### config.mk
export PLATFORM = sky130hd
export DESIGN_NAME = mpi_ctrl
export DESIGN_NICKNAME = d
export VERILOG_FILES = /design/src/rtl/core/mpi_pkg.sv /design/src/rtl/core/mpi_ctrl.sv
export SDC_FILE = /design/constraint.sdc
export NUM_CORES = 1
export LEC_CHECK = 0
export ABC_AREA = 0
export BUFFER_PORTS_ARGS = -buffer_cell sky130_fd_sc_hd__buf_2
export CAP_MARGIN = 20
export CORE_MARGIN = 1.5
export CORE_UTILIZATION = 46
export CTS_CLUSTER_DIAMETER = 50
export DETAILED_ROUTE_END_ITERATION = 10
export PLACE_DENSITY_LB_ADDON = 0.25
export RECOVER_POWER = 100
export SETUP_SLACK_MARGIN = 0.05
export SLEW_MARGIN = 20
export SYNTH_ARGS = -nofsm -noshare
export SYNTH_HDL_FRONTEND = slang
export SYNTH_SLANG_ARGS = --single-unit
### constraint.sdc
create_clock -name clock -period 1.7 [get_ports clock]
set_input_delay 0.255 -clock clock [delete_from_list [all_inputs] [get_ports clock]]
set_output_delay 0.255 -clock clock [all_outputs]
set_load 0.05 [all_outputs]
### src/rtl/core/mpi_pkg.sv
package mpi_pkg;

   localparam int FRAME_BITS    = 12;
   localparam int POS_FRAC_BITS = 16;
   localparam int EXTRA_FRAC    = 16;
   localparam int POS_W         = 32;
   localparam int VEL_W         = 48;
   localparam int HALF_W        = FRAME_BITS - 1;
   // divisor is at most f*f
   localparam int DVS_W         = 2 * FRAME_BITS;
   // |delta| * 2^EXTRA_FRAC * 4 fits here
   localparam int DVD_W         = POS_W + EXTRA_FRAC + 2;
   localparam int QUO_W         = DVD_W + 2;
   localparam int CNT_W         = $clog2(DVD_W);
   localparam int DIST_W        = POS_FRAC_BITS + 1;
   localparam int SQ_W          = 2 * DIST_W + 2;

   typedef enum logic [2:0] {
      CMD_TICK,
      CMD_LINEAR,
      CMD_DECEL,
      CMD_SMOOTH,
      CMD_SET_DEST,
      CMD_STOP,
      CMD_SET_POS,
      CMD_NUDGE
   } mpi_cmd_type;

   typedef enum logic [3:0] {
      ST_IDLE,
      ST_PREP,
      ST_DIV,
      ST_QUOT,
      ST_MUL,
      ST_APPLY,
      ST_DIST,
      ST_SQR,
      ST_OUT
   } mpi_state_type;

   typedef struct packed {
      logic load;
      logic prep;
      logic div_step;
      logic quot;
      logic mul;
      logic apply;
      logic measure;
      logic sqr;
      logic out_load;
   } mpi_ctl_type;

   typedef struct packed {
      logic is_move;
      logic is_decel;
   } mpi_sts_type;

   function automatic logic signed [VEL_W-1:0] sat_vel(input logic signed [63:0] v);
      logic signed [63:0] hi;
      logic signed [63:0] lo;
      hi = (64'sd1 <<< (VEL_W - 1)) - 64'sd1;
      lo = -(64'sd1 <<< (VEL_W - 1));
      if (v > hi) return hi[VEL_W-1:0];
      else if (v < lo) return lo[VEL_W-1:0];
      else return v[VEL_W-1:0];
   endfunction

   function automatic logic signed [POS_W-1:0] sat_pos(input logic signed [63:0] v);
      logic signed [63:0] hi;
      logic signed [63:0] lo;
      hi = (64'sd1 <<< (POS_W - 1)) - 64'sd1;
      lo = -(64'sd1 <<< (POS_W - 1));
      if (v > hi) return hi[POS_W-1:0];
      else if (v < lo) return lo[POS_W-1:0];
      else return v[POS_W-1:0];
   endfunction

endpackage

### src/rtl/core/mpi_ctrl.sv
module mpi_ctrl import mpi_pkg::*; (
   input  logic        clock,
   input  logic        reset,
   input  logic        req_valid,
   output logic        req_stall,
   output logic        rsp_valid,
   input  logic        rsp_stall,
   input  mpi_sts_type sts,
   output mpi_ctl_type ctl
);

   mpi_state_type    state_ff, state_in;
   logic [CNT_W-1:0] cnt_ff, cnt_in;
   logic             rsp_valid_ff, rsp_valid_in;

   always_ff @(posedge clock) begin
      if (reset) begin
         state_ff     <= ST_IDLE;
         cnt_ff       <= '0;
         rsp_valid_ff <= 1'b0;
      end else begin
         state_ff     <= state_in;
         cnt_ff       <= cnt_in;
         rsp_valid_ff <= rsp_valid_in;
      end
   end

   always_comb begin
      state_in     = state_ff;
      cnt_in       = cnt_ff;
      rsp_valid_in = rsp_valid_ff && rsp_stall;
      ctl          = '0;
      case (state_ff)
         ST_IDLE: begin
            if (req_valid) begin
               ctl.load = 1'b1;
               state_in = ST_PREP;
            end
         end
         ST_PREP: begin
            ctl.prep = 1'b1;
            cnt_in   = CNT_W'(DVD_W - 1);
            state_in = sts.is_move ? ST_DIV : ST_APPLY;
         end
         ST_DIV: begin
            ctl.div_step = 1'b1;
            cnt_in       = cnt_ff - 1'b1;
            if (cnt_ff == '0) state_in = ST_QUOT;
         end
         ST_QUOT: begin
            ctl.quot = 1'b1;
            state_in = sts.is_decel ? ST_MUL : ST_APPLY;
         end
         ST_MUL: begin
            ctl.mul  = 1'b1;
            state_in = ST_APPLY;
         end
         ST_APPLY: begin
            ctl.apply = 1'b1;
            state_in  = ST_DIST;
         end
         ST_DIST: begin
            ctl.measure = 1'b1;
            state_in    = ST_SQR;
         end
         ST_SQR: begin
            ctl.sqr  = 1'b1;
            state_in = ST_OUT;
         end
         ST_OUT: begin
            // hold the result until the output register is free
            if (!rsp_valid_ff || !rsp_stall) begin
               ctl.out_load = 1'b1;
               rsp_valid_in = 1'b1;
               state_in     = ST_IDLE;
            end
         end
         default: state_in = ST_IDLE;
      endcase
   end

   assign req_stall = (state_ff != ST_IDLE);
   assign rsp_valid = rsp_valid_ff;

   a_rsp_from_out: assert property (@(posedge clock) disable iff (reset)
      $rose(rsp_valid_ff) |-> $past(state_ff == ST_OUT))
      else $error("result raised outside output state");

   a_accept_leaves_idle: assert property (@(posedge clock) disable iff (reset)
      (req_valid && !req_stall) |=> (state_ff == ST_PREP))
      else $error("accepted transfer did not start work");

endmodule

==> results of run 1 <==
## per-stage QoR
stage | TNS (ns) | cells
finish | 0 | 126
global route | -0.0130 | 126
CTS | 0 | 123
detailed placement | 0 | 119
global placement | 0 | 119
floorplan | -0.0204 | 87
## placed cells by master (no fill, tap or decap), types with 2 or more instances in the layout
| cell | count |
|---|---|
| nor2_1 | 4 |
| nand2b_1 | 3 |
| buf_6 | 6 |
| clkbuf_1 | 2 |
| a21oi_1 | 7 |
| inv_1 | 5 |
| o21ai_1 | 2 |
| buf_2 | 7 |
| dfxtp_1 | 8 |
| a211oi_1 | 2 |
| a2111oi_0 | 3 |
| ha_1 | 2 |
| nor2_2 | 2 |
| a311oi_1 | 3 |
| dfxtp_2 | 2 |
| nor3_1 | 4 |
| clkbuf_4 | 3 |
| nor2b_1 | 4 |
| buf_4 | 10 |
| nand2_1 | 6 |
## flip-flops by register name, indices dropped and copies added (netlist names)
| register | flops |
|---|---|
| state_ff | 4 |
| rsp_valid | 1 |
| cnt_ff | 6 |
## power groups by stage
stage | sequential, mW | clock [mW] | combinational [mW]
3_5_place_dp | 0.323 | 0 | 0.344
5_1_grt | 0.323 | 0.202 | 0.429
2_1_floorplan | 0.318 | 0 | 0.259
6_report | 0.320 | 0.182 | 0.394
3_3_place_gp | 0.321 | 0 | 0.338
4_1_cts | 0.318 | 0.190 | 0.370
## per-layer routing
| metal | part of all wire (%) | GRT usage (%) | up-vias |
|---|---|---|---|
| met3 | 3.8 | 7.83 | 2 |
| met5 | 0 | 0 | - |
| met4 | 0.74 | 8.39 | 0 |
| li1 | - | - | 363 |
| met2 | 48 | 35.9 | 14 |
| met1 | 47 | 29.0 | 338 |
## final timing paths
check	depth (start not counted)	from	to	slack [ns]
setup / recovery	3	state_ff[3]$_SDFFE_PP0P_	ctl[7]	0.04
hold reg to reg	1	state_ff[3]$_SDFFE_PP0P_	state_ff[1]$_SDFFE_PP0P_	0.46
setup reg to reg	5	state_ff[3]$_SDFFE_PP0P_	cnt_ff[5]$_SDFFE_PP0P_	0.15
hold / removal	3	rsp_stall	rsp_valid$_SDFF_PP0_	0.25
## worst max-delay path, cell delays in order (launching register included)
cell and delay, ns:
dfxtp_4 0.36, buf_4 0.16, nor4b_4 0.39, buf_6 0.21
## repair_timing
action / in CTS / in global routing
pin swaps: 0 / 4
setup buffers: 0 / 3
endpoints found under the setup margin: 7 / 8
hold buffers: 0 / 0
resized for setup: 19 / 9
## cell families after synthesis
group,Yosys count,share of synthesized area (%)
AO/OA/AOI/OAI,22,21.4
buffers and inverters,11,6.57
adder cells (fa/ha/maj),2,3.65
flip-flops,11,32.1
AND/OR/NAND/NOR,41,36.3
## final cells by class
cell class	count	area (um^2)	share of cell area, %
clock buffers	4	26.3	2.76
flip-flops and latches	11	226	23.8
multi-input cells	65	458	48.0
repair buffers	25	196	20.6
well taps	15	18.8	1.97
inverters	6	27.5	2.89
==> impl.org, run 1 <==
** Outcome
- Status :: finished clean

** Timing
- The routed design could run at a clock period as short as 1.66 ns.
- Setup WS post-layout :: roughly 0.038 ns
- Worst Hold Margin :: roughly 0.25 ns
- Dividing the final minimum period by the clock period gives 97.8%.
- Final-report hold violation count :: 0
- Final setup violation count :: 0
- Across the routed clock network, the largest skew measured is just over 0.003 ns.
- The count of pins over their slew limit came to 0.
- Slew at the pin with the worst max-slew slack :: 0.591 ns
- Headroom to the max-slew limit came out at around three fifths.
- RSZ-0062 raised after global routing :: true
- Static timing analysis puts the maximum clock frequency at 602 MHz.

** Worst hold path
- Min-delay worst type :: primary input to flip-flop

** Synthesis
- Mapped cell area :: ~700 um^2
- In the post-synthesis netlist, the cell with the most instances is dfxtp_1.
- For this run, the leading register cell type out of synthesis is dfxtp_1.
- The number of nets handed over by synthesis was 95.
- The share of the Yosys chip area taken by registers is ~32%.
- After synthesis, the cell types taking the most area are dfxtp_1, a21oi_1, nor2b_1, nor2_1, a2111oi_0.
- Of all cell types, the one taking the most synthesized area is dfxtp_1.
- The Yosys step of the flow raised 0 warnings.
- Of the post-synthesis cell area, the dominant cell type holds 32.1%.
- Number of instances in the synthesized netlist :: 87
- Post-synthesis async set-or-reset flop share :: 0%
- Ranked by instance count, the synthesized netlist is headed by dfxtp_1, a21oi_1, nor2_1.
- Counting flops and latches in the post-synthesis netlist gives 11.
- Unique masters post-synth :: 34
- Number of enable flip-flop cells after synthesis :: 0
- In this run the mean area of a mapped cell was 7.88 um^2.

** Pwr
- Power consumption :: 896 uW
- LEAKAGE :: between 0.4 and 0.5 nW
- Pwr/cell area :: approximately 940 mW/mm^2
- Net switching is about two fifths of the power.
- Proportion of power drawn by the clock network :: between 20% and 30%
- Cell internal power was estimated by the tool at 542 uW.
- The analysis attributes to net switching a power of 354 uW.
- Worst ir drop on vdd :: 0.647 mV
- Sequential share of power :: a little over a third
- Per report_power, the combinational group accounts for 43.9% of the total.

** Cells and area
- Relative to the synthesized area, the layout overhead comes to 39.1%.
- For this run, the share of the core covered by cells in the final layout is a little over two thirds.
- Filler Cell Count :: 97
- Antenna diode instance count :: 0
- Fraction of final layout cells with drive strength greater than 1 :: around 37%
- Number of nets in the finished design :: 120
- Post-route cell area :: 953 um^2

** Place
- Summing all placed instances gives a cell area of around 830 um^2.
- OpenSTA, run right after detailed placement, puts the worst setup slack at approximately 0.20 ns.
- After legalization and detailed placement, the total HPWL measured approximately 1.3 mm.
- During placement, the flow inserted port buffers numbering 16.
- GP Congestion :: between 0.8 and 0.9

** Global route
- The initial antenna violation count was 0.
- For this run the aggregate overflow at the end of global routing stands at 0.
- The first global-routing pass estimated between 3 and 4 mm of wire.
- Vias in the first global route :: ~700
- Entering global routing, the biggest net connects 14 pins.
- Global routing consumed, over all layers together, between 20% and 30% of the routing resources.

** Drt
- Total via count in the routed design :: 717
- Wire length per cell :: 14.0 um
- Remaining DRCs :: 0
- Post-Route WL :: between 1.5 and 2 mm
- First-pass iteration count of the detailed router :: 4
- Post-route ant nets :: 0
- Via count normalized by instance count :: roughly 5.7
- Initial detailed-routing violation count :: 21

** Floorplanning
- For this configuration, the core starts out at a cell density of 50.8%.
- Std-Cell Rows :: 13
- Core area :: roughly 0.0014 mm^2
- The die is 41.6 um wide.
- From bottom edge to top edge, the die measures ~42 um.
- 17 I/O pins were placed.
- Die outline area :: around 0.0017 mm^2

** Setup path
- Of all nets on the critical path, the largest fanout is 6.
- STA puts the critical path data required time at 1.44 ns.
- Worst endpoint data arrival time :: 1.41 ns
- Critical path launch point type :: flip-flop
- STA classifies the critical path endpoint as a primary output.
- Path type of the worst setup path :: flip-flop to primary output

** CTS
- CTS sink cnt :: 11
- Clock-pin slew was measured on the worst setup and hold paths at 0.07 ns.
- TritonCTS built the clock tree.
- CTS built an H-tree with a depth of 1.
- The number of clock buffers added by TritonCTS is 3.
- Root buffer selected by CTS :: clkbuf_4
- Largest buffer count on any clock path :: 2
- Clk Latency, worst-skew pair :: roughly 0.28 ns

** Flow run
- Number of max-cap violations :: 0
Note: power is estimated with default switching activity, not from simulation.
==> inputs of run 2 (changes only) <==
- BUFFER_PORTS_ARGS: -buffer_cell sky130_fd_sc_hd__buf_2 -> default
- DONT_BUFFER_PORTS: default -> 1
==> run 2 against run 1 <==
Sequential share of layout area is 1.1 points higher. Utilization decreased by 2.7 points. First-iteration DRC count shrank 9.5%. Critical path type unchanged. Largest cell class unchanged.
==> impl.org, run 2 (synthesis results as in run 1) <==
** Cells and area
- Total area of sequential cells :: 228 um^2 (+0.55%)
- The final design utilization is 67.9% (-2.7 points).
- Final standard cell count with taps included and fillers excluded :: 123 (-2.4%)
- Area added between synthesis and finish :: 33.8%
- Antenna diode instance count :: 0 (unchanged)
- Max FFs per register :: 6 (unchanged)
- The top cell types in the final layout, fill and taps aside, are buf_4, dfxtp_1, a21oi_1.
- The library cell used most frequently in the layout, excluding fill and tap cells, is buf_4.
- Filler Cell Count :: 119 (+23%)
- Number of nets in the finished design :: 117 (-2.5%)
- Area of the multi-input gates :: 450 um^2 (-1.6%)
- Top reg by flops :: cnt_ff
- The ratio of cells with drive above 1 in the final layout was 32.4% (-4.5 points).

** Setup path
- Critical path fanouts, max :: 10 (+4)
- The arrival time at the worst endpoint is 1.40 ns (about the same).
- Path type of the worst setup path :: flip-flop to primary output
- Kind of cell adding the most delay to the critical path :: simple AND/OR/NAND/NOR gates
- Crit path required time :: 1.44 ns (about the same)
- Slowest cell on crit path :: or4b_4
- The signal on the critical path passes through or4b_4 -> clkinv_4 -> buf_6.
- STA classifies the critical path endpoint as a primary output.
- The count of buffering cells on the critical path with inverters included came to 2 (unchanged).
- The worst setup path is launched from a flip-flop.
- Slowest cell delay on critical path :: 0.52 ns (+0.13 ns)

** Pwr
- The static leakage power was 0.392 nW (-4.5%).
- Proportion of power drawn by the clock network :: 21.6% (+1.2 points)
- The total power after layout came to 865 uW (-3.4%).
- Proportion of power drawn by combinational gates :: 41.1% (-2.8 points)
- Internal power :: 518 uW (-4.4%)
- Worst ir drop on vdd :: 0.489 mV (-24%)
- The power per standard cell area came to 944 mW/mm^2 (+0.43%).
- The sequential cell fraction of total power came to 37.4% (+1.7 points).
- The power spent charging and discharging nets is 347 uW (-1.9%).
- The share of total power consumed by net switching was 40.1% (+0.61 points).

** Floorplanning
- The core area is 0.00135 mm^2 (unchanged).
- IO Count :: 17 (unchanged)
- The overall die height is 41.6 um (unchanged).
- Die outline area :: 0.00173 mm^2 (unchanged)
- Initial Util :: 50.8% (unchanged)
- The width of the chip came to 41.6 um (unchanged).
- The number of rows created at floorplan came to 13 (unchanged).

** Place
- The number of I/O port buffers is 0 (-16).
- Detailed placement HPWL :: 1.20 mm (-5.7%)
- Number of cells in the design after placement :: 110 (-7.6%)
- The routability-driven placement congestion ratio is 0.798 (-3.4%).

** CTS
- Clock input transition at the sequential cells of the worst setup and hold paths :: 0.07 ns (about the same)
- The number of buffers created by CTS came to 3 (unchanged).
- Hold bufs inserted after CTS :: 0 (unchanged)
- The clock latency at the later pin of the worst-skew pair is 0.28 ns (about the same).
- The root buffer cell chosen for the clock tree is clkbuf_4.
- The clock sink count is 11 (unchanged).
- TritonCTS built the clock tree.
- Largest buffer count on any clock path :: 2 (unchanged)
- The number of levels the H-tree was split into came to 1 (unchanged).

** Flow run
- Number of max-cap violations :: 0 (unchanged)

** Timing
- The transition time at the pin with the least slew margin is 0.666 ns (+0.0751 ns).
- Setup repair after global routing could not meet its margin everywhere.
- Slew headroom :: 55.6% (-5.2 points)
- Post-layout minimum cycle time :: 1.65 ns (-0.00783 ns)
- The setup total negative slack is 0 ns (unchanged).
- Achievable clock frequency :: 604 MHz (+0.47%)
- The ratio of final minimum period to clock period is 97.3% (-0.46 points).
- Final setup violation count :: 0 (unchanged)
- Worst Hold Margin :: 0.0330 ns (-0.218 ns)
- Slew Limit Fails :: 0 (unchanged)
- Largest clock skew in the final design :: 0.00386 ns (+0.000819 ns)
- The total count of hold-check failures in the final report is 0 (unchanged).

** Global route
- Number of antenna violations at the first check in global routing :: 0 (unchanged)
- Vias in the first global route :: 656 (-7.0%)
- Pin count of the biggest net entering global routing :: 14 (unchanged)
- The wire length of the first global-routing pass is 2.88 mm (-6.5%).
- GRT Resource Usage Total :: 21.8% (-1.1 points)
- The final global-route overflow total came to 0 (unchanged).

** Drt
- First-pass iteration count of the detailed router :: 4 (unchanged)
- The number of DRC violations after detailed routing was 0 (unchanged).
- Total via count in the routed design :: 749 (+4.5%)
- Initial detailed-routing violation count :: 19 (-9.5%)
- Highest Signal Layer :: met4
- The routed wire length on met2 is 900 um (+6.1%).
- Post-Route WL :: 1.78 mm (+0.51%)
- Met3 WL :: 84 um (+24%)
- Sum of routed wire segments on met1 :: 779 um (-6.8%)
- The remaining number of nets flagged by the antenna check after routing is 0 (unchanged).
- Wire length per cell :: 14.4 um (+3.0%)
- Via count normalized by instance count :: 6.09 (+7.0%)

** Worst hold path
- Min-delay worst type :: primary input to flip-flop

** Outcome
- The run finished with clean final reports.
run 2: cell count changes in the layout (fill, tap and decap cells not counted), moves of 2 or more:
cell	before	now
buf_2	7	0
buf_4	10	15
buf_6	6	3
dfxtp_2	2	0
run 2: power groups by stage:
| stage | clock network, mW | registers, mW | logic [mW] |
|---|---|---|---|
| floorplan | 0 | 0.318 | 0.259 |
| global placement | 0 | 0.327 | 0.317 |
| detailed placement | 0 | 0.329 | 0.320 |
| CTS | 0.187 | 0.322 | 0.341 |
| global route | 0.203 | 0.328 | 0.387 |
| finish | 0.187 | 0.323 | 0.355 |
run 2: final timing paths:
| path | from | end | slack [ns] | cells after the start |
|---|---|---|---|---|
| setup / recovery | state_ff[2]$_SDFFE_PP0P_ | ctl[6] | 0.05 | 3 |
| hold / removal | reset | state_ff[3]$_SDFFE_PP0P_ | 0.03 | 1 |
| setup reg to reg | state_ff[2]$_SDFFE_PP0P_ | cnt_ff[5]$_SDFFE_PP0P_ | 0.12 | 6 |
| hold reg to reg | cnt_ff[5]$_SDFFE_PP0P_ | cnt_ff[5]$_SDFFE_PP0P_ | 0.50 | 1 |
run 2: area by class of cell:
class / count / area share (%)
Sequential cell: 11 / 24.8
Inverter: 6 / 3.00
Timing Repair Buffer: 22 / 18.1
Clock buffer: 4 / 2.86
Multi-Input combinational cell: 65 / 49.1
Tap cell: 15 / 2.05
run 2: stage by stage:
stage,area [um^2],setup slack (ns)
floorplan,706,-0.0204
global placement,813,0.218
detailed placement,813,0.187
CTS,910,0.0423
global route,917,0.0143
finish,917,0.0457
run 2: what timing repair did:
action	CTS	global route
resized for setup	9	8
pin swaps	1	3
endpoints found under the setup margin	9	9
cloned	0	0
setup buffers	6	3
run 2: metal layers:
metal | GRT usage [%] | vias to the layer above
li1 | - | 360
met1 | 27.3 | 366
met2 | 33.4 | 21
met3 | 6.96 | 2
met4 | 11.0 | 0
met5 | 0 | -
